File: config.mk
export PLATFORM = sky130hd
export DESIGN_NAME = ptt_div
export DESIGN_NICKNAME = d
export VERILOG_FILES = /design/src/rtl/ptt_pkg.sv /design/src/rtl/ptt_div.sv
export SDC_FILE = /design/constraint.sdc
export NUM_CORES = 2
export LEC_CHECK = 0
export BUFFER_PORTS_ARGS = -buffer_cell sky130_fd_sc_hd__buf_4
export CAP_MARGIN = 20
export CORE_MARGIN = 5
export CORE_UTILIZATION = 43
export DETAILED_ROUTE_END_ITERATION = 8
export RECOVER_POWER = 100
export SLEW_MARGIN = 30
export SYNTH_ARGS = -nofsm -noshare
export SYNTH_HDL_FRONTEND = slang
export SYNTH_SLANG_ARGS = --single-unit
File: constraint.sdc
create_clock -name aclk -period 19.7 [get_ports aclk]
set_clock_uncertainty 0.15 [all_clocks]
set_input_delay 1.97 -clock aclk [delete_from_list [all_inputs] [get_ports aclk]]
set_output_delay 1.97 -clock aclk [all_outputs]
set_load 0.01 [all_outputs]
File: src/rtl/ptt_pkg.sv
// Shared types and codes for the periodic task timer table.
// No dependencies.
package ptt_pkg;

    localparam int FUNC_W   = 3;
    localparam int STATUS_W = 3;
    localparam int TAG_W    = 8;
    localparam int TIME_W   = 32;
    localparam int PEND_W   = 8;

    // operation codes
    localparam logic [FUNC_W-1:0] FUNC_CLEAR    = 3'd0;
    localparam logic [FUNC_W-1:0] FUNC_ADD      = 3'd1;
    localparam logic [FUNC_W-1:0] FUNC_TICK     = 3'd2;
    localparam logic [FUNC_W-1:0] FUNC_DISPATCH = 3'd3;
    localparam logic [FUNC_W-1:0] FUNC_DELETE   = 3'd4;

    // result status codes
    localparam logic [STATUS_W-1:0] ST_DONE     = 3'd0;
    localparam logic [STATUS_W-1:0] ST_RUN      = 3'd1;
    localparam logic [STATUS_W-1:0] ST_NONE_DUE = 3'd2;
    localparam logic [STATUS_W-1:0] ST_FULL     = 3'd3;
    localparam logic [STATUS_W-1:0] ST_BAD_SLOT = 3'd4;

    // contents of one slot
    typedef struct packed {
        logic [TAG_W-1:0]  tag;
        logic [TIME_W-1:0] countdown;
        logic [TIME_W-1:0] period;
        logic [PEND_W-1:0] pending;
    } slot_t;

    // command broadcast to every cell
    typedef struct packed {
        logic        tick;   // count down all occupied cells
        logic        load;   // write new entry into the cell at load index
        logic        shift;  // cells at and above shift index take their upper neighbor
        logic        dec;    // decrement pending at head index
    } cell_cmd_t;

endpackage

File: src/rtl/ptt_div.sv
// Divides delay and period by the fixed tick length: reciprocal multiply, then
// two compare-and-subtract correction steps. Depends on ptt_pkg.
module ptt_div
    import ptt_pkg::*;
#(
    parameter int TICK_MS = 10
) (
    input  logic              aclk,
    input  logic              aresetn,
    input  logic              start,
    input  logic [TIME_W-1:0] num_a,
    input  logic [TIME_W-1:0] num_b,
    output logic              done,
    output logic [TIME_W-1:0] quo_a,
    output logic [TIME_W-1:0] quo_b
);
    // floor((2^32 - 1) / TICK_MS): estimate is at most two below the quotient
    localparam logic [2*TIME_W-1:0] RECIP_FULL =
        (((2*TIME_W)'(1) << TIME_W) - (2*TIME_W)'(1)) / (2*TIME_W)'(TICK_MS);
    localparam logic [TIME_W-1:0] RECIP   = RECIP_FULL[TIME_W-1:0];
    localparam logic [TIME_W-1:0] DIVISOR = TIME_W'(TICK_MS);

    logic [TIME_W-1:0]   na_reg, nb_reg, na_next, nb_next;
    logic [TIME_W-1:0]   qa_reg, qb_reg, qa_next, qb_next;
    logic [1:0]          step_reg, step_next;
    logic                busy_reg, busy_next;
    logic [2*TIME_W-1:0] pa, pb;
    logic [TIME_W-1:0]   ra, rb;

    // step 0: quotient estimate; steps 1 and 2: bump while remainder >= divisor
    always_comb begin
        na_next   = na_reg;
        nb_next   = nb_reg;
        qa_next   = qa_reg;
        qb_next   = qb_reg;
        step_next = step_reg;
        busy_next = busy_reg;
        pa = (2*TIME_W)'(na_reg) * (2*TIME_W)'(RECIP);
        pb = (2*TIME_W)'(nb_reg) * (2*TIME_W)'(RECIP);
        ra = na_reg - qa_reg * DIVISOR;
        rb = nb_reg - qb_reg * DIVISOR;
        if (start) begin
            na_next   = num_a;
            nb_next   = num_b;
            step_next = 2'd0;
            busy_next = 1'b1;
        end else if (busy_reg) begin
            case (step_reg)
                2'd0: begin
                    qa_next   = pa[2*TIME_W-1:TIME_W];
                    qb_next   = pb[2*TIME_W-1:TIME_W];
                    step_next = 2'd1;
                end
                default: begin
                    if (ra >= DIVISOR) begin
                        qa_next = qa_reg + 1'b1;
                    end
                    if (rb >= DIVISOR) begin
                        qb_next = qb_reg + 1'b1;
                    end
                    step_next = step_reg + 1'b1;
                    if (step_reg == 2'd2) begin
                        busy_next = 1'b0;
                    end
                end
            endcase
        end
    end

    always_ff @(posedge aclk) begin
        na_reg <= na_next;
        nb_reg <= nb_next;
        qa_reg <= qa_next;
        qb_reg <= qb_next;
        if (!aresetn) begin
            step_reg <= '0;
            busy_reg <= 1'b0;
        end else begin
            step_reg <= step_next;
            busy_reg <= busy_next;
        end
    end

    assign done  = busy_reg && (step_reg == 2'd2);
    assign quo_a = qa_next;
    assign quo_b = qb_next;

endmodule

Yosys cells after proc, flatten, opt, wreduce, memory -nomap -nowiden
Cells that the tools add are included.
{"block": "op_classes", "muxes": 13, "order_cmp": 2, "mul": 4, "n_bitwise": 1, "reduce_logical": 3, "n_addsub": 5, "n_eq_ne": 1}
{"operator": "two-way mux 32 bit", "n": 8}
{"operator": "multiplier 32 x 29 -> 61 bit (second input constant)", "n": 2}
{"operator": "adder 32 x 1 -> 32 bit (second input constant)", "n": 2}
{"operator": "greater-or-equal comparator 32 x 4 -> 1 bit (second input constant)", "n": 2}
{"operator": "multiplier 32 x 3 -> 31 bit (second input constant)", "n": 2}
{"operator": "subtractor 32 bit", "n": 2}
{"operator": "two-way mux 1 bit", "n": 4}
{"operator": "adder 2 x 1 -> 2 bit (second input constant)", "n": 1}
{"operator": "equality test 2 bit (second input constant)", "n": 1}
{"operator": "logical NOT 2 bit", "n": 1}
{"operator": "two-way mux 2 bit", "n": 1}
{"operator": "OR reduction 2 bit", "n": 1}
{"operator": "logical AND 1 bit", "n": 1}
{"operator": "inverter 1 bit", "n": 1}
{"block": "totals", "input_bits": 67, "out_inout_bits": 65, "regBits": 131, "word_cells": 35}

Depth between registers and ports, before layout
{"block": "depth", "depth_word": 7, "mapped_depth": 33}

Worst setup path after synthesis
No wires, ideal clock.
{"block": "synth_path", "kind": "reg-to-output", "startpoint": "register nb_reg[12]", "endpoint": "output quo_b[26]", "path_stages_with_launch": 30, "required_ps": 17580, "t_arrival_ps": 7584, "setup_slack_ps": 9996, "path_cell_list": "edfxtp_1 -> ha_1 -> clkbuf_1 -> xor2_1 -> ha_1 -> a21o_1 -> fa_1 -> inv_1 -> fa_1 -> inv_1 -> fa_1 -> fa_1 -> fa_1 -> inv_1 -> fa_1 -> inv_1 -> ha_1 -> a21oi_1 -> o21ai_0 -> o211ai_1 -> a21oi_1 -> o22ai_1 -> o31ai_1 -> a21oi_1 -> o21ai_0 -> o41ai_1 -> o2111a_1 -> xnor2_1 -> o22ai_1 -> a21oi_1"}
{"block": "synth_between", "elab_chain_len": 6, "elab_cells_between_ends": 7}
{"element": "start, declared", "line_no": "ptt_div.sv:23", "text": "logic [TIME_W-1:0] na_reg, nb_reg, na_next, nb_next;"}
{"element": "start signal, assigned", "line_no": "ptt_div.sv:72", "text": "nb_reg <= nb_next;"}
{"element": "subtractor 32 bit", "line_no": "ptt_div.sv:41", "text": "rb = nb_reg - qb_reg * DIVISOR;"}
{"element": "greater-or-equal comparator 32 x 4 -> 1 bit", "line_no": "ptt_div.sv:58", "text": "if (rb >= DIVISOR) begin"}
{"element": "two-way mux 32 bit", "line_no": "ptt_div.sv:58"}
{"element": "two-way mux 32 bit *", "line_no": "ptt_div.sv:48", "text": "case (step_reg)"}
{"element": "two-way mux 32 bit *", "line_no": "ptt_div.sv:47", "text": "end else if (busy_reg) begin"}
{"element": "two-way mux 32 bit *", "line_no": "ptt_div.sv:42", "text": "if (start) begin"}
{"element": "end, declared", "line_no": "ptt_div.sv:15", "text": "output logic [TIME_W-1:0] quo_b"}
Every way passes the cells marked *; elsewhere a longest branch is shown, timed or not.

Final worst setup path
{"block": "layout_path", "startpoint": "register qa_reg[3]", "endpoint": "output quo_a[11]"}
{"block": "layout_between", "elab_chain_len": 7, "elab_cells_between_ends": 8}
{"element": "start, declared", "line_no": "ptt_div.sv:24", "text": "logic [TIME_W-1:0] qa_reg, qb_reg, qa_next, qb_next;"}
{"element": "start signal, assigned", "line_no": "ptt_div.sv:73", "text": "qa_reg <= qa_next;"}
{"element": "multiplier 32 x 3 -> 31 bit", "line_no": "ptt_div.sv:40", "text": "ra = na_reg - qa_reg * DIVISOR;"}
{"element": "subtractor 32 bit", "line_no": "ptt_div.sv:40"}
{"element": "greater-or-equal comparator 32 x 4 -> 1 bit", "line_no": "ptt_div.sv:55", "text": "if (ra >= DIVISOR) begin"}
{"element": "two-way mux 32 bit *", "line_no": "ptt_div.sv:55"}
{"element": "two-way mux 32 bit *", "line_no": "ptt_div.sv:48"}
{"element": "two-way mux 32 bit *", "line_no": "ptt_div.sv:47"}
{"element": "two-way mux 32 bit *", "line_no": "ptt_div.sv:42"}
{"element": "end, declared", "line_no": "ptt_div.sv:14", "text": "output logic [TIME_W-1:0] quo_a,"}
Marks and branches as above.

==> Flow_metrics.wiki <==
{| class="wikitable"
! Metric !! Value
|-
| Minimum period implied by the final worst setup slack || about 13,000 ps
|-
| Hold Crit Depth || 1
|-
| Register area || about 0.0033 mm2
|-
| Mean Syn Cell Area || between 9 and 10 um2
|-
| Proportion of synthesized chip area in sequential cells || 0.07575
|-
| Floorplan Core Area || between 0.09 and 0.1 mm2
|-
| Pin count of the biggest net entering global routing || between 80 and 90
|-
| Outcome || finished, violations left
|-
| Max_cap viols || 3
|-
| Via count normalized by instance count || approximately 5.4
|-
| Number of buffers added by the clock tree synthesis step || 17
|-
| Required @ worst endpoint || about 18,000 ps
|-
| Initial antenna violation count || 1
|-
| Count of synthesis-stage warnings from yosys || 0
|-
| Count of antenna-violating nets left after detailed routing || 0
|-
| Overall via count from detail_route || ~32,000
|-
| Number of synthesized register bits || approximately 130
|-
| Fmax || slightly below 0.08 GHz
|-
| Effective utilization at floorplan || 0.4320
|-
| Vertical extent of the die || about 330 um
|-
| First-pass GRT wire length || 199,900 um
|-
| Depth of the worst register-to-register path || 31
|-
| Root Buffer Master || clkbuf_16
|-
| DPL Wire Length || 113,100 um
|-
| Remaining routing DRC violations || 0
|-
| Drt total wl || between 100,000 and 150,000 um
|-
| Synthesized instance count || 4,614
|-
| Slowest stage cell, crit path || o311ai_0
|-
| FFs w/ async S/R, synth || 0
|-
| Maximum count of clock buffers along a single path || 2
|-
| Area share of the largest cell type after synthesis || 0.3058
|-
| End point of the most critical hold path || step_reg[0]
|-
| Post-Synthesis Cell Area || between 0.04 and 0.05 mm2
|-
| Max-slew violation total from the final report || 65
|-
| Count of buffers added by post-CTS timing repair for setup || 0
|-
| Net Count, Synth || between 6,000 and 7,000
|-
| DR pass1 iterations || 5
|-
| Library cell with the largest summed area after synthesis || fa_1
|-
| Category of the worst setup path capture point || primary output
|-
| Layout overhead on the synthesized area || 5.958%
|-
| Number of DRC violations after detailed-routing iteration 0 || 2,329
|-
| Standard-cell row count || about 120
|-
| Final setup violation count || 0
|-
| Quantity of gates resized following cts || 0
|-
| Reg2Reg Capture Point || qa_reg[11]
|-
| Path type of the worst setup path || flip-flop to primary output
|-
| Type of the worst min-delay path || flip-flop to flip-flop
|-
| Tightest Pin Transition || around 3000 ps
|-
| Level count of the clock H-tree || 4
|-
| Later-pin clock latency in the skew report || about 530 ps
|-
| Violations in the final reports || max-capacitance violations, max-slew violations
|-
| Highest net fanout along the worst path || 10
|-
| Last weighted congestion value of the routability-driven placer || approximately 0.99
|-
| Launching point of the worst reg2reg path || qa_reg[3]
|-
| Number of hold buffers added after cts || 0
|-
| Number of sinks handled by clock tree synthesis || approximately 130
|-
| Number of library cell types mapped by synthesis || 96
|-
| Most common library cells after synthesis || inv_1 (1,206), ha_1 (893), fa_1 (658), a21oi_1 (180), nand2_1 (160)
|-
| Maximum single-stage delay on the critical path || 1920 ps
|-
| Avg WL per Cell || between 20 and 25 um
|-
| I/O pin cnt || 132
|-
| Summed negative setup slack over all endpoints || 0 ps
|-
| Final count of hold timing violations || 0
|-
| Cell types occupying the most area after synthesis || fa_1 (31%), ha_1 (26%), inv_1 (11%), edfxtp_1 (4.5%), dfxtp_1 (3.1%)
|-
| Period utilization || 0.6580
|-
| Final antenna diode count || 0
|-
| Via count of the first global-routing pass || 32,990
|-
| Fraction of layout cells with a size suffix above 1 || 0.02757
|-
| Cell with the most instances after synthesis || inv_1
|-
| Chip Width || ~330 um
|-
| Reg clk slew, reported paths || around 70 ps
|-
| Number of buffers added on ports || roughly 130
|-
| Area taken by multi-input logic gates || roughly 0.035 mm2
|-
| Worst hold path startpoint || step_reg[0]
|-
| RSZ-0062 raised after global routing || false
|-
| Remaining global-route overflow || 0
|-
| Setup slack of the most critical reg-to-reg path || 9280 ps
|-
| Total global-route track usage || 0.2459
|-
| Relative slew slack || -1.018
|-
| Filler Cells Inserted || 9,708
|-
| Clock tree from TritonCTS || yes
|-
| Floorplan die area || about 0.11 mm2
|-
| Count of flip-flops with a built-in enable after synthesis || 64
|-
| Critical Path Source Type || flip-flop
|-
| Layout Nets || 6,320
|-
| WP data arrival || between 10,000 and 15,000 ps
|-
| Top FF cell, synth || dfxtp_1
|}
-- placed cells by master (no fill, tap or decap), drive strengths merged, types with 12 or more instances in the layout --
cell type,netlist,final
inv,1206,1213
ha,893,893
fa,658,658
a21oi,182,182
nand2,161,161
clkbuf,66,148
o21ai,138,138
nor2,137,137
xor2,122,122
a21o,120,120
xnor2,102,102
dfxtp,67,67
edfxtp,64,64
nor3,58,58
nand3,54,54
o22ai,42,42
mux2i,38,38
nor2b,37,37
nand4,36,36
and2,34,34
nand2b,34,34
and3,29,29
o21a,28,28
a31oi,24,24
a211oi,20,20
o211ai,20,20
o31ai,15,15
or3,13,13
buf,9,13
a2111oi,12,12
-- kinds of logic (layout without fill, tap and decap cells) --
group,after synthesis,after routing,synth area share
compound gates,725,725,0.1128
xor+xnor,224,224,0.04555
fa+ha+maj,1551,1551,0.5652
buf+inv,1281,1382,0.1122
flops,131,131,0.07575
mux,46,46,0.01092
simple gates,656,656,0.07761
-- worst max-delay path, delay by kind of cell (launching register included) --
family                     cells  cell delay [ps]
AOI/OAI and AO/OA             16             5790
adders and majority gates      4             1220
buffers and inverters          2              290
xor gates and xnor gates       1              120
and+or+nand+nor                9             2300
DFF                            1              590
-- per-layer routing --
layer	up-vias	GRT usage	wire, um
li1	15220	-	-
met1	15910	0.3692	62530
met2	996	0.3611	54730
met3	113	0.05941	10360
met4	0	0.05016	2502
met5	-	0	0
-- final cells by class --
| class | count | area share |
|---|---|---|
| Timing Repair Buffer | 144 | 0.01628 |
| Multi-Input combinational cell | 3202 | 0.7650 |
| Clock inverter | 15 | 0.003180 |
| Sequential cell | 131 | 0.07150 |
| Clock buffer | 17 | 0.009321 |
| Inverter | 1206 | 0.09918 |
| Tap cell | 1298 | 0.03558 |
-- worst max-delay path by stage --
stage	startpoint	end	slack, ps	cells past startpoint
6_report	qa_reg[3]	quo_a[11]	6740	32
5_1_grt	qa_reg[3]	quo_a[11]	6210	32
4_1_cts	nb_reg[6]	quo_b[26]	7390	30
3_5_place_dp	nb_reg[6]	quo_b[26]	8000	30
3_3_place_gp	nb_reg[6]	quo_b[26]	8060	30
2_1_floorplan	nb_reg[12]	quo_b[26]	10000	29
-- metrics by stage --
step	setup WS (ps)	util	cell area [um2]	hold slack, ps	cells
finish	6738	0.4577	45640	329.8	6013
floorplan	9996	-	43080	285.8	4614
global route	6206	0.4577	45640	372.8	6013
CTS	7387	0.4618	46050	334.4	6012
detailed placement	8000	0.4561	45480	318.9	5980
global placement	8063	0.4560	45470	299.8	5979
Power is not shown: default switching activity piles up to over one toggle a cycle in this logic, so the estimate is an artifact.
