--- src/rtl/ptt_pkg.sv ---
// Shared types and codes for the periodic task timer table.
// No dependencies.
package ptt_pkg;

    localparam int FUNC_W   = 3;
    localparam int STATUS_W = 3;
    localparam int TAG_W    = 8;
    localparam int TIME_W   = 32;
    localparam int PEND_W   = 8;

    // operation codes
    localparam logic [FUNC_W-1:0] FUNC_CLEAR    = 3'd0;
    localparam logic [FUNC_W-1:0] FUNC_ADD      = 3'd1;
    localparam logic [FUNC_W-1:0] FUNC_TICK     = 3'd2;
    localparam logic [FUNC_W-1:0] FUNC_DISPATCH = 3'd3;
    localparam logic [FUNC_W-1:0] FUNC_DELETE   = 3'd4;

    // result status codes
    localparam logic [STATUS_W-1:0] ST_DONE     = 3'd0;
    localparam logic [STATUS_W-1:0] ST_RUN      = 3'd1;
    localparam logic [STATUS_W-1:0] ST_NONE_DUE = 3'd2;
    localparam logic [STATUS_W-1:0] ST_FULL     = 3'd3;
    localparam logic [STATUS_W-1:0] ST_BAD_SLOT = 3'd4;

    // contents of one slot
    typedef struct packed {
        logic [TAG_W-1:0]  tag;
        logic [TIME_W-1:0] countdown;
        logic [TIME_W-1:0] period;
        logic [PEND_W-1:0] pending;
    } slot_t;

    // command broadcast to every cell
    typedef struct packed {
        logic        tick;   // count down all occupied cells
        logic        load;   // write new entry into the cell at load index
        logic        shift;  // cells at and above shift index take their upper neighbor
        logic        dec;    // decrement pending at head index
    } cell_cmd_t;

endpackage

--- src/rtl/ptt_cell.sv ---
// One table slot: holds a task entry, counts down on tick, shifts from its
// upper neighbor on compaction. Depends on ptt_pkg.
module ptt_cell
    import ptt_pkg::*;
(
    input  logic      aclk,
    input  cell_cmd_t cmd,
    input  logic      occupied,   // slot below the fill count
    input  logic      sel_load,   // this cell is the load target
    input  logic      sel_shift,  // this cell is at or above the shift index
    input  logic      sel_dec,    // this cell is the dispatch head
    input  slot_t     load_data,
    input  slot_t     upper,      // neighbor above
    output slot_t     cur
);
    slot_t cell_reg, cell_next;

    always_comb begin
        cell_next = cell_reg;
        if (cmd.load && sel_load) begin
            cell_next = load_data;
        end else if (cmd.shift && sel_shift) begin
            cell_next = upper;
        end else if (cmd.tick && occupied) begin
            if (cell_reg.countdown != '0) begin
                cell_next.countdown = cell_reg.countdown - 1'b1;
            end else begin
                cell_next.countdown = cell_reg.period;
                if (cell_reg.pending != '1) begin
                    cell_next.pending = cell_reg.pending + 1'b1;
                end
            end
        end else if (cmd.dec && sel_dec) begin
            cell_next.pending = cell_reg.pending - 1'b1;
        end
    end

    always_ff @(posedge aclk) begin
        cell_reg <= cell_next;
    end

    assign cur = cell_reg;

endmodule

--- config.mk ---
export PLATFORM = sky130hd
export DESIGN_NAME = ptt_cell
export DESIGN_NICKNAME = d
export VERILOG_FILES = /design/src/rtl/ptt_pkg.sv /design/src/rtl/ptt_cell.sv
export SDC_FILE = /design/constraint.sdc
export NUM_CORES = 1
export LEC_CHECK = 0
export BUFFER_PORTS_ARGS = -buffer_cell sky130_fd_sc_hd__buf_2
export CAP_MARGIN = 20
export CORE_MARGIN = 2
export CORE_UTILIZATION = 50
export DETAILED_ROUTE_END_ITERATION = 6
export PLACE_DENSITY = 0.86
export SYNTH_ARGS = -nofsm -noshare
export SYNTH_HDL_FRONTEND = slang
export SYNTH_SLANG_ARGS = --single-unit
--- constraint.sdc ---
create_clock -name aclk -period 4.6 [get_ports aclk]
set_input_delay 0.92 -clock aclk [delete_from_list [all_inputs] [get_ports aclk]]
set_output_delay 0.92 -clock aclk [all_outputs]
set_load 0.1 [all_outputs]
; ---- After elaboration in Yosys (flattened, before gate mapping)
; Cells that the tools add are included.
[totals]
regBits = 80
input_bits = 169
elab_cells = 30
[classes]
addsub = 3
eq_ne = 3
mux = 11
reduce_logical = 9
[ops]
columns = op, n
row1 = 32-bit two-way mux, 4
row2 = 80-bit two-way mux, 1
row3 = 8-bit two-way mux, 6
row4 = 32-bit nonzero test, 1
row5 = "32-bit by 1-bit subtractor with 32-bit output, second input constant", 1
row6 = "8-bit by 1-bit adder with 8-bit output, second input constant", 1
row7 = "8-bit != test, second input constant", 1
row8 = "8-bit by 1-bit subtractor with 8-bit output, second input constant", 1
row9 = 1-bit logical AND, 4
row10 = "4-bit by 3-bit != test with 1-bit output, second input constant", 1
row11 = "4-bit != test, second input constant", 1
row12 = 4-bit nonzero test, 1
row13 = 3-bit AND reduction, 1
row14 = 3-bit nonzero test, 1
row15 = 2-bit nonzero test, 1

; ---- Logic depth before layout (Yosys ltp)
; Gate-level depths: netlist of the first run.
[logic_depth]
ltp_word = 6
ltp_mapped = 9

; ---- Worst setup path before layout of the first run
; No wires, ideal clock.
[synth_timing]
kind = flip-flop to flip-flop
from = reg cell_reg, in the netlist cur[40]
to = reg cell_reg, in the netlist cur[0] (enable)
arrival_time_ps = 3019
required_ps = 4213
slack_ps = 1194
path_stages_with_launch = 8
n_path_buf = 1
period_less_slack_ps = 3406
path_cell_list = edfxtp_1 -> inv_1 -> ha_1 -> or4b_4 -> nor3_1 -> nand4_1 -> clkbuf_1 -> o31ai_1
[synth_between]
elab_chain_len = 3
[synth_rtl]
columns = item, line
row1 = "start, declared", ptt_cell.sv:16  ; slot_t cell_reg, cell_next;
row2 = "start signal, assigned", ptt_cell.sv:39  ; cell_reg <= cell_next;
row3 = 32-bit nonzero test, ptt_cell.sv:25  ; if (cell_reg.countdown != '0) begin
row4 = 4-bit != test (no source line), --
row5 = 3-bit AND reduction (no source line), --
; No other way between the ends.
; A chain may end at the register's enable or synchronous reset.

==> results of run 1 <==
-- per-layer routing --
layer  track usage  up-vias  wire (µm)
met3       0.04241       38       1227
met2        0.5152      280       7871
met5             0        -          0
met4        0.1210        0        460
met1        0.3761     2345       6173
li1              -     2389          -
-- cell usage after synthesis (all sizes together), types with 2 or more instances --
cell / count
and2: 2
a21oi: 32
xor2: 14
nand2: 154
a21o: 2
mux2i: 5
o22ai: 9
nor3b: 2
or3: 7
nor3: 10
o221ai: 5
o211ai: 2
a211oi: 2
xnor2: 10
buf: 4
nor4: 10
a31oi: 2
a221o: 6
a22oi: 19
o21ai: 43
ha: 8
and3: 4
nand3: 8
inv: 3
o31ai: 4
nand4: 3
or4: 6
nor2: 28
clkbuf: 22
edfxtp: 80
mux2: 2
o21a: 2
-- power by group through the flow --
stage	sequential, µW	combinational, µW	clock [µW]
floorplan	1690	260	0
global placement	1040	1150	0
detailed placement	1040	1170	0
CTS	1030	1170	626
global route	1040	1230	654
finish	1030	1170	626
-- layout make-up --
type                    instances  area share
multi-input cells             410      0.3588
clock inverters                 6     0.01681
well taps                     129     0.02521
flip-flops and latches         80      0.3752
clock buffers                  10     0.01993
inverters                       4    0.002345
repair buffers                255      0.2017
-- how the worst max path moves through the flow --
stage	end	cells past startpoint
2_1_floorplan	cur[0]	7
3_3_place_gp	cur[1]	4
3_5_place_dp	cur[6]	9
4_1_cts	cur[55]	6
5_1_grt	cur[54]	8
6_report	cur[55]	6
-- cells by family (layout without fill, tap and decap cells) --
family	Yosys count	after routing	share of synthesized area
compound gates	133	133	0.1710
simple gates	237	237	0.2196
fa+ha+maj	9	9	0.02495
buf+inv	30	275	0.02521
flops	80	80	0.4990
xor+xnor	24	24	0.04366
mux	7	7	0.01663
-- worst max-delay path, cell delays in order (launching register included) --
cell	delay, ps
edfxtp_1	480
nor4_2	660
nand3_1	590
or4_1	610
xor2_1	160
a21oi_1	100
a221o_1	300
-- per-stage QoR --
stage	hold slack, ps	power, µW	utilization	setup WS [ps]
after global placement	621.0	2185	0.6637	1544
final	663.9	2830	0.6896	1454
after CTS	666.6	2822	0.6896	1526
after global routing	710.1	2927	0.6896	1246
after floorplan	1094	1950	-	1194
after detailed placement	648.8	2208	0.6643	1544
==> results.cfg, run 1 <==
[synthesis]
synth_fp_nets = 698
ys_seq_elements = 80
syn_area_per_cell_um2 = 9.259
netlist_instances = 520
ys_warn_count = 0
synth_edf_count = 80
ys_top_cells_by_area = edfxtp_1 50%, nand2_1 12%, a21oi_1 3.3%, o21ai_0 3.3%, a22oi_1 3.0%
yosysTopAreaCellShare = 0.4990
ys_seq_area_frac = 0.4990
synth_top_cell_by_area = edfxtp_1
syn_area_um2 = 4815
synth_async_sr_flop_share = 0
synthFlopType = edfxtp_1
synth_cell_types = 50

[pwr]
seqPwrFrac = 0.364
combPwrFrac = 0.415
p_clk_frac = 0.221
power.switching_fraction = 0.4584
leakagePower_uw = 0.002897
p_sw_uw = 1297
internal_power_uw = 1532
power.density_nw_per_um2 = 442.0
ir_worst_vdd_v = 0.0002421

[grt]
antenna_found_initial = 0
grt_pass1_wl_um = 23720
grt_overflow = 0
grtUsageTotal = 0.2976
grt_pass1_vias = 4797
grt_max_degree = 69

[final_layout]
num_antenna_cells = 0
largest_reg_flops = 80
final_cell_mix = 249 x buf_2, 153 x nand2_1, 80 x edfxtp_1, 32 x a21oi_1, 32 x o21ai_0
area_delta_synth_final_pct = 32.98
stdcell_count = 894
layout_commonest_cell = buf_2
fin_area_um2 = 6402
final_net_count = 938
regArea_um2 = 2402
drive_gt1_frac = 0.3699
nFillCells = 744
multi_input_area_um2 = 2297

[sta]
maxClockFrequency_mhz = 317.9
slew_violations = 0
slew_headroom = 0.2588
setup_tns_ps = 0
tightest_slew_ps = 1111
rsz0062_at_grt = no
setup_viol = 0
hold_viol_final = 0
period_share = 0.6839
layout_min_cycle_time_ps = 3146
fin_skew_ps = 13.73

[cts]
clock_path_buffers = 2
cts_root_buf = clkbuf_8
tritoncts = built
ctsHoldBuffers = 0
cts_htree_levels = 3
path_clk_slew_ps = 90
cts_setup_buffers = 0
cts_resized = 0
worstSkewPairLatency_ps = 350
cts.sinks = 80
cts_buffers = 9

[critical_path]
cp-start-kind = flip-flop
regToRegSetupSlack_ps = 1450
crit_fanout = 11
cp.arrival_ps = 3250
crit_type = flip-flop to flip-flop
cp_data_required_time_ps = 4700
r2r-end = cur[55]
critPathCaptureType = flip-flop
crit_start = cur[49]
r2r-start = cur[49]
rr_worst_depth = 6

[floorplan]
io_pins = 249
die_w_um = 102.1
fp.dieH_um = 102.1
rows = 35
initial_core_util = 0.5186
core_area_um2 = 9284
dieArea_um2 = 10430

[min_path]
hp-start = cur[13]
hold_depth = 2
hold_path_class = flip-flop to flip-flop
hold_end = cur[45]

[detailed_routing]
totalWireLength_um = 15730
first_pass_iters = 4
detail_route.wl_per_cell_um = 17.60
viasPerCell = 5.651
drc = 0
vias = 5052
drtIter0Drc = 372
drtAntennaViolNets = 0

[place]
post-dp-hpwl_um = 11740
dp.cells = 878
port_buffers = 248
placed_cell_area_um2 = 6167
place.gp.congestion = 0.9385

[run]
cap_violations = 0

[status]
status = finished clean
Power figures use the tool's default switching activity.
==> run 2, diff against run 1 <==
--- a/config.mk
+++ b/config.mk
@@ -5,12 +5,13 @@
 export SDC_FILE = /design/constraint.sdc
 export NUM_CORES = 1
 export LEC_CHECK = 0
+export ABC_AREA = 1
 export BUFFER_PORTS_ARGS = -buffer_cell sky130_fd_sc_hd__buf_2
 export CAP_MARGIN = 20
 export CORE_MARGIN = 2
-export CORE_UTILIZATION = 50
+export CORE_UTILIZATION = 43
 export DETAILED_ROUTE_END_ITERATION = 6
-export PLACE_DENSITY = 0.86
+export PLACE_DENSITY = 0.77
 export SYNTH_ARGS = -nofsm -noshare
 export SYNTH_HDL_FRONTEND = slang
 export SYNTH_SLANG_ARGS = --single-unit
==> constraint.sdc (replaced) <==
create_clock -name aclk -period 2.6 [get_ports aclk]
set_input_delay 0.52 -clock aclk [delete_from_list [all_inputs] [get_ports aclk]]
set_output_delay 0.52 -clock aclk [all_outputs]
set_load 0.1 [all_outputs]
==> results.cfg, run 2 <==
[critical_path]
cpPeakStageDelay_ps = 480
cp_num_buf_inv = 1
cpMostUsedCell = nor2_1
cp_slowest_cell = edfxtp_1
cp_data_required_time_ps = 2660
cp.arrival_ps = 2200
crit_fanout = 5
crit_type = flip-flop to flip-flop
path_cells = nor2_1, nand2_1, nor2_1, nand2_1, nor2_1, o21ai_1, o21ai_1, buf_4
cp-start-kind = flip-flop
path_delay_family = simple AND/OR/NAND/NOR gates
critPathCaptureType = flip-flop

[synthesis]
yosysTopAreaCellShare = 0.4521
synth_fp_nets = 874
ys_seq_area_frac = 0.4521
synth_commonest_cells = 277 x nand2_1, 80 x edfxtp_1, 79 x nor2_1
synth_async_sr_flop_share = 0
ys_top_cells_by_area = edfxtp_1 45%, nand2_1 20%, nor2_1 5.6%, a22oi_1 4.0%, inv_1 3.2%
synth_top_cell_by_area = edfxtp_1
ys_seq_elements = 80
synth.most_common_cell = nand2_1
syn_area_per_cell_um2 = 7.635
syn_area_um2 = 5314
synthFlopType = edfxtp_1
synth_edf_count = 80
ys_warn_count = 0
synth_cell_types = 32
netlist_instances = 696

[cts]
cts_buffers = 9
clock_path_buffers = 2
cts.sinks = 80
ctsHoldBuffers = 0
cts_root_buf = clkbuf_16
worstSkewPairLatency_ps = 340
cts_setup_buffers = 0
tritoncts = built
cts_htree_levels = 3
path_clk_slew_ps = 60
cts_resized = 0

[detailed_routing]
first_pass_iters = 5
met3_length_um = 1121
met2WireLength_um = 7555
routedLengthMet1_um = 7127
viasPerCell = 4.907
drtAntennaViolNets = 0
vias = 5476
totalWireLength_um = 16220
detail_route.wl_per_cell_um = 14.53
top_layer_used = met4
drc = 0
drtIter0Drc = 317

[final_layout]
num_antenna_cells = 0
final_net_count = 1121
regArea_um2 = 2402
area_delta_synth_final_pct = 32.31
nFillCells = 1182
drive_gt1_frac = 0.3259
largest_reg_flops = 80
multi_input_area_um2 = 2590
final_cell_mix = 275 x nand2_1, 248 x buf_2, 80 x edfxtp_1, 78 x nor2_1, 45 x inv_1
layout_commonest_cell = nand2_1

[pwr]
leakagePower_uw = 0.003486
p_clk_frac = 0.240
ir_worst_vdd_v = 0.0003964
combPwrFrac = 0.417
seqPwrFrac = 0.344
power.density_nw_per_um2 = 748.1
power_uw = 5259
internal_power_uw = 2839
p_sw_uw = 2420
power.switching_fraction = 0.4602

[sta]
layout_min_cycle_time_ps = 2142
rsz0062_at_grt = no
setup_slack_ps = 457.8
period_share = 0.8239
slew_violations = 0
hold_viol_final = 0
setup_tns_ps = 0
setup_viol = 0
slew_headroom = 0.6519
maxClockFrequency_mhz = 466.8
fin_skew_ps = 8.764
tightest_slew_ps = 525.8

[place]
port_buffers = 248
place_ws_ps = 310.6
post-dp-hpwl_um = 12670
place.gp.congestion = 0.9582

[status]
status = finished clean

[run]
cap_violations = 0

[grt]
grt_max_degree = 76
grt_overflow = 0
grt_pass1_wl_um = 24860
grt_pass1_vias = 5090
grtUsageTotal = 0.2430
antenna_found_initial = 0

[floorplan]
die_w_um = 115.2
fp.dieH_um = 115.2
initial_core_util = 0.4406
dieArea_um2 = 13260
io_pins = 249
core_area_um2 = 12060
rows = 40

[min_path]
hold_path_class = input pin to flip-flop
## run 2: changes by cell type after synthesis, moves of 7 or more
cell and delta:
o21ai_0 -9, nor2_1 +51, clkbuf_1 -11, nor3_1 -9, nor4_1 -8, a22oi_1 +9
buf_2 +7, nand3_1 +26, nand2_1 +123, o22ai_1 -8, a21oi_1 -16, inv_1 +43
nor2_2 +17
## run 2: logic make-up (layout without fill, tap and decap cells)
family	after synthesis	after routing	synth area share
AOI/OAI and AO/OA	91	91	0.1031
xor gates and xnor gates	18	18	0.02967
adders and majority gates	9	9	0.02261
buffers and inverters	75	327	0.06193
DFF	80	80	0.4521
and+or+nand+nor	423	423	0.3306
## run 2: final timing paths
kind | cells after the start | startpoint | slack (ps) | end
worst max-delay path | 8 | cur[61] | 460 | cur[5]
worst min-delay path | 3 | load_data[36] | 440 | cur[36]
worst max register to register | 8 | cur[61] | 460 | cur[5]
worst min register to register | 2 | cur[8] | 630 | cur[40]
## run 2: power by group through the flow
| stage | logic, µW | clock network [µW] | registers, µW |
|---|---|---|---|
| floorplan | 546 | 0 | 2990 |
| global placement | 2170 | 0 | 1830 |
| detailed placement | 2190 | 0 | 1830 |
| CTS | 2190 | 1270 | 1810 |
| global route | 2320 | 1330 | 1830 |
| finish | 2190 | 1260 | 1810 |
## run 2: metal layers
metal / track usage / up-vias
li1: - / 2780
met1: 0.3291 / 2447
met2: 0.3890 / 218
met3: 0.04533 / 31
met4: 0.09237 / 0
met5: 0 / -
## run 2: metrics by stage
stage	hold WS (ps)	cell area, µm²	std cells	utilization
global route	439.1	7030	1116	0.5829
CTS	433.4	7030	1116	0.5829
floorplan	698.6	5315	696	-
detailed placement	594.0	6741	1100	0.5589
finish	440.8	7030	1116	0.5829
global placement	586.2	6741	1100	0.5589
## run 2: final cells by class
class / count / share of cell area
Multi-Input combinational cell: 541 / 0.3684
Sequential cell: 80 / 0.3417
Timing Repair Buffer: 261 / 0.1922
Clock buffer: 10 / 0.03257
Tap cell: 168 / 0.02990
Inverter: 50 / 0.02670
Clock inverter: 6 / 0.008542
## run 2: worst reg2reg max path, cell delays in order, from the launching register on
cell and delay (ps):
edfxtp_1 480, nor2_1 180, nand2_1 100, nor2_1 160, nand2_1 100, nor2_1 320
o21ai_1 130, o21ai_1 220, buf_4 180
